$ cat src/rtl/core/lod_grid_triangle_index_generator_core_defines.svh
// assertion macros for the lod grid index generator rtl
// no dependencies; define ASSERT_OFF to compile the checks away
`ifndef LOD_GRID_TRIANGLE_INDEX_GENERATOR_CORE_DEFINES_SVH
`define LOD_GRID_TRIANGLE_INDEX_GENERATOR_CORE_DEFINES_SVH
`ifndef ASSERT_OFF
// same-cycle implication, clocked on clk, quiet during rst
`define LGT_ASSERT_IMP(lbl, ante, cons, msg) \
  lbl: assert property (@(posedge clk) disable iff (rst) (ante) |-> (cons)) else $error(msg);
// next-cycle implication, clocked on clk, quiet during rst
`define LGT_ASSERT_NXT(lbl, ante, cons, msg) \
  lbl: assert property (@(posedge clk) disable iff (rst) (ante) |=> (cons)) else $error(msg);
`else
`define LGT_ASSERT_IMP(lbl, ante, cons, msg)
`define LGT_ASSERT_NXT(lbl, ante, cons, msg)
`endif
`endif

$ cat src/rtl/core/lgt_pkg.sv
// shared types and constants for the lod grid index generator
// no dependencies; imported by every module of the block
package lgt_pkg;

  // field widths
  localparam int COORD_W = 7;
  localparam int CMP_W   = 8;
  localparam int LOD_W   = 4;
  localparam int VAL_W   = 15;
  localparam int ADDR_W  = 16;
  localparam int BC_W    = 9;
  localparam int MC_W    = 14;

  // grid geometry: border ring plus margin around the mesh
  localparam int GRID_PAD    = 5;
  localparam int MAP_ORIGIN  = 2;
  localparam int SKIP_MARGIN = 3;

  localparam logic [LOD_W-1:0] LOD_RESET = 4'd1;

  // operation codes
  localparam logic OP_MAP = 1'b0;
  localparam logic OP_TRI = 1'b1;

  // cell kind codes
  localparam logic [1:0] KIND_BORDER = 2'd0;
  localparam logic [1:0] KIND_MESH   = 2'd1;
  localparam logic [1:0] KIND_SKIP   = 2'd2;
  localparam logic [1:0] KIND_TRI    = 2'd3;

  typedef logic signed [VAL_W-1:0] vidx_t;
  typedef logic [ADDR_W-1:0] addr_t;

  // work item from the classifier to the map engine
  typedef struct packed {
    logic       is_tri;
    logic [1:0] kind;
    logic       wr;
    vidx_t      value;
    addr_t      addr_a;
    addr_t      addr_b;
    addr_t      addr_c;
    addr_t      addr_d;
  } cmd_t;

endpackage

$ cat src/rtl/core/lgt_queue.sv
// two-entry command queue between the front end and the map engine
// uses lgt_pkg for the command type
module lgt_queue (
  input  logic          clk,
  input  logic          rst,
  input  logic          wr,
  input  lgt_pkg::cmd_t din,
  output logic          q_full,
  input  logic          rd,
  output lgt_pkg::cmd_t dout,
  output logic          q_empty
);
  import lgt_pkg::*;

  localparam int DEPTH = 2;
  localparam int PW = $clog2(DEPTH);

  cmd_t          slots [DEPTH];
  logic [PW-1:0] wp;
  logic [PW-1:0] rp;
  logic [PW:0]   cnt;

  assign q_full  = (cnt == (PW+1)'(DEPTH));
  assign q_empty = (cnt == '0);
  assign dout    = slots[rp];

  // pointers and fill level
  always_ff @(posedge clk) begin
    if (rst) begin
      wp  <= '0;
      rp  <= '0;
      cnt <= '0;
    end else begin
      if (wr) begin
        wp <= wp + 1'b1;
      end
      if (rd) begin
        rp <= rp + 1'b1;
      end
      if (wr && !rd) begin
        cnt <= cnt + 1'b1;
      end else if (rd && !wr) begin
        cnt <= cnt - 1'b1;
      end
    end
  end

  // storage
  always_ff @(posedge clk) begin
    if (wr) begin
      slots[wp] <= din;
    end
  end

endmodule

$ cat config.mk
export PLATFORM = sky130hd
export DESIGN_NAME = lgt_queue
export DESIGN_NICKNAME = d
export VERILOG_FILES = /design/src/rtl/core/lod_grid_triangle_index_generator_core_defines.svh /design/src/rtl/core/lgt_pkg.sv /design/src/rtl/core/lgt_queue.sv
export SDC_FILE = /design/constraint.sdc
export NUM_CORES = 1
export LEC_CHECK = 0
export BUFFER_PORTS_ARGS = -buffer_cell sky130_fd_sc_hd__buf_2
export CAP_MARGIN = 30
export CORE_MARGIN = 10
export CORE_UTILIZATION = 52
export CTS_CLUSTER_SIZE = 20
export DETAILED_ROUTE_END_ITERATION = 10
export GPL_ROUTABILITY_DRIVEN = 0
export HOLD_SLACK_MARGIN = 0.1
export PLACE_DENSITY_LB_ADDON = 0.15
export SLEW_MARGIN = 20
export SYNTH_ARGS = -nofsm -noshare
export SYNTH_HDL_FRONTEND = slang
export SYNTH_SLANG_ARGS = --single-unit
$ cat constraint.sdc
create_clock -name clk -period 5.7 [get_ports clk]
set_clock_uncertainty 0.2 [all_clocks]
set_input_delay 0 -clock clk [delete_from_list [all_inputs] [get_ports clk]]
set_output_delay 0 -clock clk [all_outputs]
set_load 0.05 [all_outputs]
==> run_results.csv <==
group,metric,value,unit
worst_hold_path,min_from,"din[78]",
timing,fin_crit,2305,ps
clock_tree,clock-sinks,171,
worst_setup_path,crit_fanout,42,
floorplan,design.die.area,16730,um^2
placement,dp_hpwl,8307,um
timing,hold_viol,0,
pwr,irDropWorstVdd,0.0002324,V
worst_setup_path,ff2ff_path_depth,3,
worst_setup_path,r2r-start,"wp",
clock_tree,post_cts_buffers,0,
floorplan,core_area,11560,um^2
worst_setup_path,rrSetupSlack,3550,ps
final_layout,regArea,5089,um^2
grt,antenna_found_initial,1,
worst_setup_path,crit_path_end_kind,"output pin",
final_layout,final_common_cell,"buf_2",
synth,ys.warnings.count,0,
floorplan,initial_utilization,0.5377,
placement,io_buffers,171,
route,avgRoutedWirePerCell,19.35,um
route,dr.pass1.iters,4,
synth,ys_types,17,
clock_tree,cts.path.max_buffers,2,
synth,ys_ff_latch,171,
synth,synth_fp_nets,368,
final_layout,area_growth,44.19,%
floorplan,die_h,129.4,um
timing,setup_violations,0,
clock_tree,path_clk_slew,60,ps
final_layout,final_util,0.7753,
worst_setup_path,cp-start-kind,"flop",
grt,grt_start_max_net_pins,45,
final_layout,n_fill_cell,659,
worst_setup_path,required,5500,ps
grt,grt_overflow,0,
pwr,p_leak,3.436,nW
route,drc,0,
synth,synthesis.area,6218,um^2
pwr,finalPower,3.244,mW
clock_tree,root_buffer,"clkbuf_16",
final_layout,multi_input_area,1049,um^2
final_layout,num-nets-final,664,
floorplan,fp.dieW,129.4,um
timing,fmax,433.8,MHz
pwr,power_density,361.8,nW/um^2
worst_hold_path,whs_endpoint,"slots[0][78]",
timing,min_period_over_period,0.4044,
final_layout,layout_common_cells,"buf_2, edfxtp_1, dlygate4sd3_1",
synth,synth_seq_area_share,0.8177,
timing,slew_viol_final,0,
synth,synthCells,280,
grt,grt_pass1_wl,21460,um
timing,rsz0062_at_grt,"no",
final_layout,layout-drive-gt1-share,0.4958,
timing,finalSetupTns,0,ps
flow_run,maxCapViolCount,0,
clock_tree,ctsHtreeMaxLevel,4,
grt,track_usage,0.1706,
route,ant_nets,0,
timing,tightest_slew,624.4,ps
route,vias,3635,
grt,first_global_vias,3922,
synth,syn_avg_cell_area,22.21,um^2
route,drtIter0Drc,226,
route,wl,14200,um
worst_setup_path,cp_data_arrival_time,2100,ps
clock_tree,insertion_delay,420,ps
floorplan,io_pins,172,
run_status,outcome,"finished clean",
worst_setup_path,path_class,"flop to output pin",
worst_hold_path,min_path_type,"input port to flop",
timing,relSlewSlack,0.5837,
worst_hold_path,min_path_cells,2,
worst_setup_path,r2r-end,"slots[0][56]",
clock_tree,cts_buffers,17,
route,viasPerCell,4.952,
clock_tree,cts_tree,"done",
floorplan,core.rowCount,39,
-- Yosys cell counts (all sizes together) --
cell	number	area, um^2
edfxtp	166	4985
mux2	83	934.7
buf	9	91.34
dfxtp	5	100.1
nor2	5	18.77
xnor2	2	17.52
xor2	2	17.52
a21oi	1	5.000
and2	1	6.260
and2b	1	8.760
ha	1	12.51
inv	1	3.750
nor2b	1	6.260
o21ai	1	5.000
or3	1	6.260
-- flip-flops by register name (all words and copies together) (netlist names), named ones only --
| name | cells |
|---|---|
| slots | 166 |
| cnt | 2 |
| rp | 1 |
| wp | 1 |
-- power breakdown --
part	internal, mW	switching [mW]
Combinational	0.194	0.374
Sequential	1.47	0.0319
Clock	0.727	0.452
Total	2.39	0.858
-- metal layers --
layer / vias up / wire length (um) / global-route usage
li1: 1703 / - / -
met1: 1796 / 5305 / 0.1838
met2: 117 / 7639 / 0.2956
met3: 19 / 1056 / 0.06199
met4: 0 / 199 / 0.07692
met5: - / 0 / 0
-- critical path: stages, from the launching register on --
cell and delay, ps:
dfxtp_4 730, buf_12 320, mux2_2 380, buf_2 220
-- worst max path at each step --
stage,start,to,slack [ps],cells past startpoint
after floorplan,wp,slots[0][0],960,1
after global placement,wp,slots[0][51],3160,2
after detailed placement,wp,slots[0][43],3530,3
after CTS,flop,dout[34],3380,3
after global routing,flop,dout[13],3300,3
final,flop,dout[16],3400,3
-- repair_timing --
| action | in CTS | in global routing |
|---|---|---|
| gates resized for setup | 0 | 0 |
| hold endpoints to repair | 210 | 0 |
| hold buffers | 111 | 0 |
-- cell type report --
cell class,instances,share of cell area
Clock inverter,14,0.01982
Clock buffer,18,0.04786
Timing Repair Buffer,286,0.2269
Inverter,1,0.0004186
Tap cell,143,0.01996
Multi-Input combinational cell,99,0.1169
Antenna cell,2,0.0005582
Sequential cell,171,0.5675
-- stage by stage --
stage                     worst slack, ps  hold WS [ps]  std cells  instance area (um^2)
after floorplan                     957.0        -130.9        280                  6218
after global placement               3163        -11.68        586                  7183
after detailed placement             3533        -9.221        589                  7243
after CTS                            3376         100.3        732                  8961
after global routing                 3297         101.4        733                  8964
final                                3395         104.7        734                  8966
-- cell families after synthesis --
kind of cell | synth area share
fa+ha+maj | 0.002012
compound gates | 0.001608
buf+inv | 0.01529
mux | 0.1503
xor+xnor | 0.005635
flops | 0.8177
simple gates | 0.007447
Power figures use the tool's default switching activity.
