===== config.mk =====
export PLATFORM = sky130hd
export DESIGN_NAME = lgt_front
export DESIGN_NICKNAME = d
export VERILOG_FILES = /design/src/rtl/core/lod_grid_triangle_index_generator_core_defines.svh /design/src/rtl/core/lgt_pkg.sv /design/src/rtl/core/lgt_mod.sv /design/src/rtl/core/lgt_front.sv
export SDC_FILE = /design/constraint.sdc
export NUM_CORES = 1
export LEC_CHECK = 0
export ABC_AREA = 0
export BUFFER_PORTS_ARGS = -buffer_cell sky130_fd_sc_hd__buf_2
export CORE_UTILIZATION = 43
export CTS_CLUSTER_SIZE = 12
export DETAILED_ROUTE_END_ITERATION = 12
export PLACE_DENSITY = 0.73
export SLEW_MARGIN = 20
export SYNTH_ARGS = -nofsm -noshare
export SYNTH_HDL_FRONTEND = slang
export SYNTH_SLANG_ARGS = --single-unit

===== constraint.sdc =====
create_clock -name clk -period 7.3 [get_ports clk]
set_input_delay 0.365 -clock clk [delete_from_list [all_inputs] [get_ports clk]]
set_output_delay 0.365 -clock clk [all_outputs]
set_load 0.05 [all_outputs]

===== src/rtl/core/lod_grid_triangle_index_generator_core_defines.svh =====
// assertion macros for the lod grid index generator rtl
// no dependencies; define ASSERT_OFF to compile the checks away
`ifndef LOD_GRID_TRIANGLE_INDEX_GENERATOR_CORE_DEFINES_SVH
`define LOD_GRID_TRIANGLE_INDEX_GENERATOR_CORE_DEFINES_SVH
`ifndef ASSERT_OFF
// same-cycle implication, clocked on clk, quiet during rst
`define LGT_ASSERT_IMP(lbl, ante, cons, msg) \
  lbl: assert property (@(posedge clk) disable iff (rst) (ante) |-> (cons)) else $error(msg);
// next-cycle implication, clocked on clk, quiet during rst
`define LGT_ASSERT_NXT(lbl, ante, cons, msg) \
  lbl: assert property (@(posedge clk) disable iff (rst) (ante) |=> (cons)) else $error(msg);
`else
`define LGT_ASSERT_IMP(lbl, ante, cons, msg)
`define LGT_ASSERT_NXT(lbl, ante, cons, msg)
`endif
`endif


===== src/rtl/core/lgt_pkg.sv =====
// shared types and constants for the lod grid index generator
// no dependencies; imported by every module of the block
package lgt_pkg;

  // field widths
  localparam int COORD_W = 7;
  localparam int CMP_W   = 8;
  localparam int LOD_W   = 4;
  localparam int VAL_W   = 15;
  localparam int ADDR_W  = 16;
  localparam int BC_W    = 9;
  localparam int MC_W    = 14;

  // grid geometry: border ring plus margin around the mesh
  localparam int GRID_PAD    = 5;
  localparam int MAP_ORIGIN  = 2;
  localparam int SKIP_MARGIN = 3;

  localparam logic [LOD_W-1:0] LOD_RESET = 4'd1;

  // operation codes
  localparam logic OP_MAP = 1'b0;
  localparam logic OP_TRI = 1'b1;

  // cell kind codes
  localparam logic [1:0] KIND_BORDER = 2'd0;
  localparam logic [1:0] KIND_MESH   = 2'd1;
  localparam logic [1:0] KIND_SKIP   = 2'd2;
  localparam logic [1:0] KIND_TRI    = 2'd3;

  typedef logic signed [VAL_W-1:0] vidx_t;
  typedef logic [ADDR_W-1:0] addr_t;

  // work item from the classifier to the map engine
  typedef struct packed {
    logic       is_tri;
    logic [1:0] kind;
    logic       wr;
    vidx_t      value;
    addr_t      addr_a;
    addr_t      addr_b;
    addr_t      addr_c;
    addr_t      addr_d;
  } cmd_t;

endpackage


===== src/rtl/core/lgt_mod.sv =====
// iterative remainder unit: two remainders by a shared 4-bit divisor
// restoring method, two dividend bits per cycle; uses lgt_pkg
module lgt_mod (
  input  logic                        clk,
  input  logic                        rst,
  input  logic                        start,
  input  logic [lgt_pkg::COORD_W-1:0] num_a,
  input  logic [lgt_pkg::COORD_W-1:0] num_b,
  input  logic [lgt_pkg::LOD_W-1:0]   divisor,
  output logic                        done,
  output logic [lgt_pkg::LOD_W-1:0]   rem_a,
  output logic [lgt_pkg::LOD_W-1:0]   rem_b
);
  import lgt_pkg::*;

  localparam int SH_W = CMP_W;
  localparam int STEPS = SH_W / 2;
  localparam int CNT_W = $clog2(STEPS);

  logic [SH_W-1:0]  sh_a;
  logic [SH_W-1:0]  sh_b;
  logic [LOD_W-1:0] div_q;
  logic [CNT_W-1:0] cnt;
  logic             busy;
  logic [LOD_W-1:0] ra1;
  logic [LOD_W-1:0] ra2;
  logic [LOD_W-1:0] rb1;
  logic [LOD_W-1:0] rb2;

  // one restoring step: shift in a bit, subtract if it fits
  function automatic logic [LOD_W-1:0] rem_step(logic [LOD_W-1:0] r, logic b,
                                                logic [LOD_W-1:0] d);
    logic [LOD_W:0] t;
    t = {r, b};
    if (t >= {1'b0, d}) begin
      t = t - {1'b0, d};
    end
    return t[LOD_W-1:0];
  endfunction

  // two bits per cycle
  always_comb begin
    ra1 = rem_step(rem_a, sh_a[SH_W-1], div_q);
    ra2 = rem_step(ra1, sh_a[SH_W-2], div_q);
    rb1 = rem_step(rem_b, sh_b[SH_W-1], div_q);
    rb2 = rem_step(rb1, sh_b[SH_W-2], div_q);
  end

  // control
  always_ff @(posedge clk) begin
    if (rst) begin
      busy <= 1'b0;
      done <= 1'b0;
      cnt  <= '0;
    end else begin
      done <= 1'b0;
      if (start) begin
        busy <= 1'b1;
        cnt  <= '0;
      end else if (busy) begin
        cnt <= cnt + 1'b1;
        if (cnt == CNT_W'(STEPS - 1)) begin
          busy <= 1'b0;
          done <= 1'b1;
        end
      end
    end
  end

  // datapath
  always_ff @(posedge clk) begin
    if (start) begin
      sh_a  <= {{(SH_W-COORD_W){1'b0}}, num_a};
      sh_b  <= {{(SH_W-COORD_W){1'b0}}, num_b};
      div_q <= divisor;
      rem_a <= '0;
      rem_b <= '0;
    end else if (busy) begin
      sh_a  <= {sh_a[SH_W-3:0], 2'b00};
      sh_b  <= {sh_b[SH_W-3:0], 2'b00};
      rem_a <= ra2;
      rem_b <= rb2;
    end
  end

endmodule


===== src/rtl/core/lgt_front.sv =====
// front end: accepts items, classifies cells, numbers map cells, forms map addresses
// uses lgt_pkg and lgt_mod
module lgt_front #(
  parameter int MESH_SIZE = 120
) (
  input  logic                        clk,
  input  logic                        rst,
  input  logic                        push,
  output logic                        full,
  input  logic                        operation,
  input  logic [lgt_pkg::COORD_W-1:0] row,
  input  logic [lgt_pkg::COORD_W-1:0] col,
  input  logic [lgt_pkg::LOD_W-1:0]   step,
  input  logic                        q_full,
  output logic                        q_push,
  output lgt_pkg::cmd_t               q_din
);
  import lgt_pkg::*;

  localparam int GRID_N = MESH_SIZE + GRID_PAD;
  localparam logic [CMP_W-1:0] NC  = CMP_W'(GRID_N);
  localparam logic [CMP_W-1:0] NC1 = CMP_W'(GRID_N - 1);
  localparam logic [CMP_W-1:0] NC3 = CMP_W'(GRID_N - SKIP_MARGIN);
  localparam logic [CMP_W-1:0] ORG = CMP_W'(MAP_ORIGIN);
  localparam logic [CMP_W-1:0] MRG = CMP_W'(SKIP_MARGIN);

  localparam logic [1:0] F_IDLE = 2'd0;
  localparam logic [1:0] F_MOD  = 2'd1;
  localparam logic [1:0] F_HOLD = 2'd2;

  logic [1:0]         state;
  logic               op_q;
  logic [COORD_W-1:0] row_q;
  logic [COORD_W-1:0] col_q;
  addr_t              pos;
  addr_t              line_off;
  logic [BC_W-1:0]    bc;
  logic [MC_W-1:0]    mc;

  logic               accept;
  logic               mod_done;
  logic [LOD_W-1:0]   rr;
  logic [LOD_W-1:0]   rc;
  logic               decide;
  logic [CMP_W-1:0]   r8;
  logic [CMP_W-1:0]   c8;
  logic               in_grid;
  logic               border;
  logic               skip_area;
  logic               is_skip;
  logic               tri_range;
  logic               ring;
  logic               edge_cell;
  logic [LOD_W-1:0]   inc;
  logic               far;
  logic               tri_ok;
  logic               cmd_ok;
  logic               origin;
  logic [BC_W-1:0]    bc_use;
  logic [MC_W-1:0]    mc_use;
  addr_t              line_use;
  addr_t              addr_d;

  assign full   = (state != F_IDLE);
  assign accept = push && (state == F_IDLE);

  // offsets from the first mesh cell, modulo the lod step
  lgt_mod u_mod (
    .clk     (clk),
    .rst     (rst),
    .start   (accept),
    .num_a   (row - COORD_W'(MAP_ORIGIN)),
    .num_b   (col - COORD_W'(MAP_ORIGIN)),
    .divisor (step),
    .done    (mod_done),
    .rem_a   (rr),
    .rem_b   (rc)
  );

  // classification
  always_comb begin
    r8        = {1'b0, row_q};
    c8        = {1'b0, col_q};
    in_grid   = (r8 < NC) && (c8 < NC);
    border    = (r8 == '0) || (c8 == '0) || (r8 == NC1) || (c8 == NC1);
    skip_area = (r8 > ORG) && (r8 + MRG < NC) && (c8 > ORG) && (c8 + MRG < NC);
    is_skip   = skip_area && ((rr != '0) || (rc != '0));
    tri_range = (r8 != '0) && (c8 != '0) && (r8 <= NC3) && (c8 <= NC3);
    ring      = (r8 == CMP_W'(1)) || (c8 == CMP_W'(1)) || (r8 == NC3) || (c8 == NC3);
    edge_cell = ((r8 == ORG) && (rc != '0)) || ((c8 == ORG) && (rr != '0));
    inc       = ring ? LOD_W'(1) : step;
    far       = (r8 + CMP_W'(inc) > NC1) || (c8 + CMP_W'(inc) > NC1);
    tri_ok    = in_grid && tri_range && (ring || !(is_skip || edge_cell)) && !far;
    cmd_ok    = (op_q == OP_MAP) ? in_grid : tri_ok;
    decide    = ((state == F_MOD) && mod_done) || (state == F_HOLD);
    q_push    = decide && cmd_ok && !q_full;
  end

  // counters restart at the grid origin
  always_comb begin
    origin = (row_q == '0) && (col_q == '0);
    bc_use = origin ? '0 : bc;
    mc_use = origin ? '0 : mc;
  end

  // command assembly
  always_comb begin
    line_use = ring ? addr_t'(NC) : line_off;
    addr_d   = pos + line_use;
    q_din.is_tri = (op_q == OP_TRI);
    q_din.addr_a = pos;
    q_din.addr_b = pos + addr_t'(inc);
    q_din.addr_c = addr_d + addr_t'(inc);
    q_din.addr_d = addr_d;
    if (border) begin
      q_din.kind  = KIND_BORDER;
      q_din.wr    = 1'b1;
      q_din.value = {{(VAL_W-BC_W){1'b1}}, ~bc_use};
    end else if (!is_skip) begin
      q_din.kind  = KIND_MESH;
      q_din.wr    = 1'b1;
      q_din.value = {{(VAL_W-MC_W){1'b0}}, mc_use};
    end else begin
      q_din.kind  = KIND_SKIP;
      q_din.wr    = 1'b0;
      q_din.value = '0;
    end
  end

  // sequencer and counters
  always_ff @(posedge clk) begin
    if (rst) begin
      state <= F_IDLE;
      bc    <= '0;
      mc    <= '0;
    end else begin
      case (state)
        F_IDLE: begin
          if (accept) begin
            state <= F_MOD;
          end
        end
        F_MOD, F_HOLD: begin
          if (decide) begin
            if (!cmd_ok || !q_full) begin
              state <= F_IDLE;
            end else begin
              state <= F_HOLD;
            end
          end
        end
        default: begin
          state <= F_IDLE;
        end
      endcase
      if (q_push && (op_q == OP_MAP)) begin
        bc <= border ? bc_use + 1'b1 : bc_use;
        mc <= (!border && !is_skip) ? mc_use + 1'b1 : mc_use;
      end
    end
  end

  // item capture and linear position
  always_ff @(posedge clk) begin
    if (accept) begin
      op_q  <= operation;
      row_q <= row;
      col_q <= col;
    end
    if (state == F_MOD) begin
      pos      <= addr_t'(row_q) * addr_t'(NC) + addr_t'(col_q);
      line_off <= addr_t'(step) * addr_t'(NC);
    end
  end

endmodule


==> parameters.txt <==
Parameter                              Value

Clock tree
  Number of setup buffers added after CTS    0
  Sink count of the clock tree    98
  Number of hold buffers added after cts    0
  Num CTS Buffers    9
  Clock tree from TritonCTS    done
  Clock tree root driver cell    sky130_fd_sc_hd__clkbuf_16
  Insertion delay of the later-clocked pin in the worst-skew pair    0.36 ns
  CTS H-Tree Depth    3
  Resize count post-CTS    0
  Maximum number of buffers from clock root to sink    2
  Register clock-pin slew on the reported worst setup and hold paths    0.07 ns

Placed design
  Detail Placement HPWL    16000 um
  Buffers added on ports    around 110
  Weighted congestion at the end of routability-driven global placement    about 0.87

Floorplan
  Vertical extent of the die    148 um
  Initial Util    43.7%
  Die Footprint    0.0220 sq mm
  Top-Level Pins    about 110
  Number of cell rows    53
  Area inside the core boundary    0.0210 sq mm
  Chip width    148 um

Timing
  Setup repair after global routing missed its margin    no
  Achievable clock frequency    approximately 180 MHz
  Fin crit period    5.68 ns
  Setup Total Neg Slack    0 ns
  Final number of setup-violating endpoints    0
  Final worst-path cycle share    77.8%
  Final hold vios    0
  Number of max-slew violations in the final report    0
  Fin Clk Skew    a little under 0.008 ns
  Worst slew margin    43.0%
  Tightest Pin Transition    about 0.85 ns

Worst setup path
  Startpoint type of the worst setup path    register
  Data required, critical path    6.93 ns
  Arrival time at the worst endpoint    around 5.3 ns
  Element type at the critical path end    primary output
  Setup CP Type    register to primary output
  Critical path fanouts, max    18

Global routing
  Global-route wire length before repair    about 34000 um
  Global-route usage over all layers    19.1%
  Vias in the first global route    6911
  Residual overflow from global routing    0
  Largest net degree at the start of global routing    33
  Antenna violations before repair    0

Synth
  Syn nets    between 1000 and 1500
  Count of mapped cells out of synthesis    between 900 and 1000
  FF+latch count, synth    98
  Main flop type after synthesis    sky130_fd_sc_hd__edfxtp_1
  Asr flop ratio synth    0%
  Ys Warns    0
  Synthesized area per cell    9.22 sq um
  Fraction of synthesized cell area taken by the top area cell type    19.3%
  Most area-hungry cell type in the Yosys netlist    sky130_fd_sc_hd__edfxtp_1
  Number of flops mapped to enable cells by yosys    59
  Synthesized area    0.00920 sq mm
  Number of different library cells in the post-synthesis netlist    90
  Synth top area cells    sky130_fd_sc_hd__edfxtp_1, sky130_fd_sc_hd__ha_1, sky130_fd_sc_hd__dfxtp_1
  Sequential-to-total area share from yosys stat    27.8%

Route
  Avg Vias per Cell    5.50
  Number of iterations in the first detailed-routing pass    5
  Routed wirelength normalized by instance count    15.2 um
  Number of routed nets with antenna violations    0
  DR vias    7508
  Post-route DRC    0
  First DRT Iteration DRCs    approximately 400
  Routed Wire Length    20800 um

Final layout
  Proportion of layout cells with a drive suffix above 1    14.5%
  Final net count    1261
  Synth-to-Final Area Change    11.4%
  Antenna diodes    0

Run status
  Run status    completed

Run
  Max-capacitance violation count    0

Min path
  HP Class    primary input to register
==> final timing paths <==
path	slack [ns]	end	from	cells past startpoint
max	1.62	q_push	row_q[4]	16
min	0.18	op_q	operation	1
max reg2reg	2.48	state[1]	row_q[4]	16
min reg2reg	0.49	bc[1]	bc[1]	2
==> cell families (layout without fill, tap and decap cells) <==
| group | count (synthesis) | after routing | share of synthesized area (%) |
|---|---|---|---|
| other cells | 1 | 1 | 0.0408 |
| buf+inv | 123 | 215 | 5.51 |
| flops | 98 | 98 | 27.8 |
| mux | 12 | 12 | 1.42 |
| xor+xnor | 76 | 76 | 7.24 |
| simple gates | 290 | 290 | 17.2 |
| compound gates | 242 | 242 | 16.8 |
| fa+ha+maj | 155 | 155 | 24.1 |
==> layout make-up <==
class	count	area [sq um]
Clock inverter	6	65.1
Timing Repair Buffer	111	568
Multi-Input combinational cell	776	6160
Fill cell	1979	10800
Clock buffer	10	229
Inverter	88	330
Sequential cell	98	2550
Tap cell	275	344
==> sequential cells by signal, summed over array words and instances (netlist names), 4 cells and up <==
register	cells
line_off	11
u_mod.sh_b	8
bc	9
col_q	7
pos	15
mc	14
u_mod.rem_a	4
u_mod.div_q	4
u_mod.rem_b	4
row_q	7
u_mod.sh_a	8
==> synthesized netlist by cell type (23+ instances only) <==
cell,n
sky130_fd_sc_hd__o21ai_0,48
sky130_fd_sc_hd__dfxtp_1,39
sky130_fd_sc_hd__xnor2_1,47
sky130_fd_sc_hd__fa_1,37
sky130_fd_sc_hd__nand2_1,67
sky130_fd_sc_hd__inv_1,88
sky130_fd_sc_hd__nor2_1,62
sky130_fd_sc_hd__xor2_1,29
sky130_fd_sc_hd__a21oi_1,69
sky130_fd_sc_hd__nand3_1,23
sky130_fd_sc_hd__ha_1,117
sky130_fd_sc_hd__edfxtp_1,59
==> per-stage QoR <==
step | utilization, % | cells | area (sq um) | hold WS [ns] | setup slack [ns]
3_3_place_gp | 47.3 | 1348 | 9950 | 0.467 | 1.90
2_1_floorplan | - | 997 | 9200 | 0.450 | 1.50
6_report | 48.7 | 1364 | 10200 | 0.178 | 1.62
4_1_cts | 48.7 | 1364 | 10200 | 0.166 | 1.34
3_5_place_dp | 47.3 | 1348 | 9950 | 0.478 | 1.76
5_1_grt | 48.7 | 1364 | 10200 | 0.173 | 1.25
==> critical path, cell delays in order, from the launching register on <==
cell	delay, ns
sky130_fd_sc_hd__edfxtp_1	0.71
sky130_fd_sc_hd__inv_1	0.22
sky130_fd_sc_hd__ha_1	0.28
sky130_fd_sc_hd__nand4b_1	0.17
sky130_fd_sc_hd__nand2_1	0.22
sky130_fd_sc_hd__nor3_4	0.64
sky130_fd_sc_hd__nand2_1	0.30
sky130_fd_sc_hd__ha_1	0.34
sky130_fd_sc_hd__ha_1	0.26
sky130_fd_sc_hd__inv_1	0.12
sky130_fd_sc_hd__o21ai_0	0.11
sky130_fd_sc_hd__o41ai_2	0.34
sky130_fd_sc_hd__a211oi_1	0.09
sky130_fd_sc_hd__or4_1	0.60
sky130_fd_sc_hd__o22ai_2	0.14
sky130_fd_sc_hd__and2_1	0.14
sky130_fd_sc_hd__buf_2	0.25
==> routing by layer <==
| layer | share of wire (%) | GRT usage, % | up-vias |
|---|---|---|---|
| met5 | 0 | 0 | - |
| met4 | 0.89 | 4.48 | 0 |
| met3 | 5.9 | 2.98 | 12 |
| met2 | 46 | 31.3 | 249 |
| met1 | 47 | 26.3 | 3495 |
| li1 | - | - | 3752 |
==> cells in the final DEF (no fill, tap or decap), types with 4 or more instances in the layout <==
master,netlist,routed
sky130_fd_sc_hd__edfxtp_1,59,59
sky130_fd_sc_hd__o21bai_1,4,4
sky130_fd_sc_hd__or4_1,7,7
sky130_fd_sc_hd__a21oi_1,69,69
sky130_fd_sc_hd__a41oi_1,9,9
sky130_fd_sc_hd__buf_2,6,106
sky130_fd_sc_hd__o21a_1,4,4
sky130_fd_sc_hd__ha_1,117,117
sky130_fd_sc_hd__xor2_1,29,29
sky130_fd_sc_hd__fa_1,37,37
sky130_fd_sc_hd__dfxtp_1,39,39
sky130_fd_sc_hd__mux2i_1,4,4
sky130_fd_sc_hd__or3_1,8,8
sky130_fd_sc_hd__a311oi_1,6,6
sky130_fd_sc_hd__nand2_1,67,67
sky130_fd_sc_hd__and2_1,12,12
sky130_fd_sc_hd__nor3_1,12,12
sky130_fd_sc_hd__a211oi_1,10,10
sky130_fd_sc_hd__nand4_1,14,14
sky130_fd_sc_hd__a31oi_1,13,13
sky130_fd_sc_hd__a21o_1,21,21
sky130_fd_sc_hd__clkbuf_16,0,9
sky130_fd_sc_hd__inv_1,88,88
sky130_fd_sc_hd__and3_1,12,12
sky130_fd_sc_hd__o21ai_1,15,15
sky130_fd_sc_hd__nand3_1,23,23
sky130_fd_sc_hd__a22oi_1,4,4
sky130_fd_sc_hd__nor4_1,8,8
sky130_fd_sc_hd__xnor2_1,47,47
sky130_fd_sc_hd__nor2_1,62,62
sky130_fd_sc_hd__mux2_2,8,8
sky130_fd_sc_hd__nand2b_1,13,13
sky130_fd_sc_hd__o211ai_1,7,7
sky130_fd_sc_hd__buf_4,5,5
sky130_fd_sc_hd__nor2b_1,15,15
sky130_fd_sc_hd__o21ai_0,48,48
Power is not shown: default switching activity piles up to over one toggle a cycle in this logic, so the estimate is an artifact.
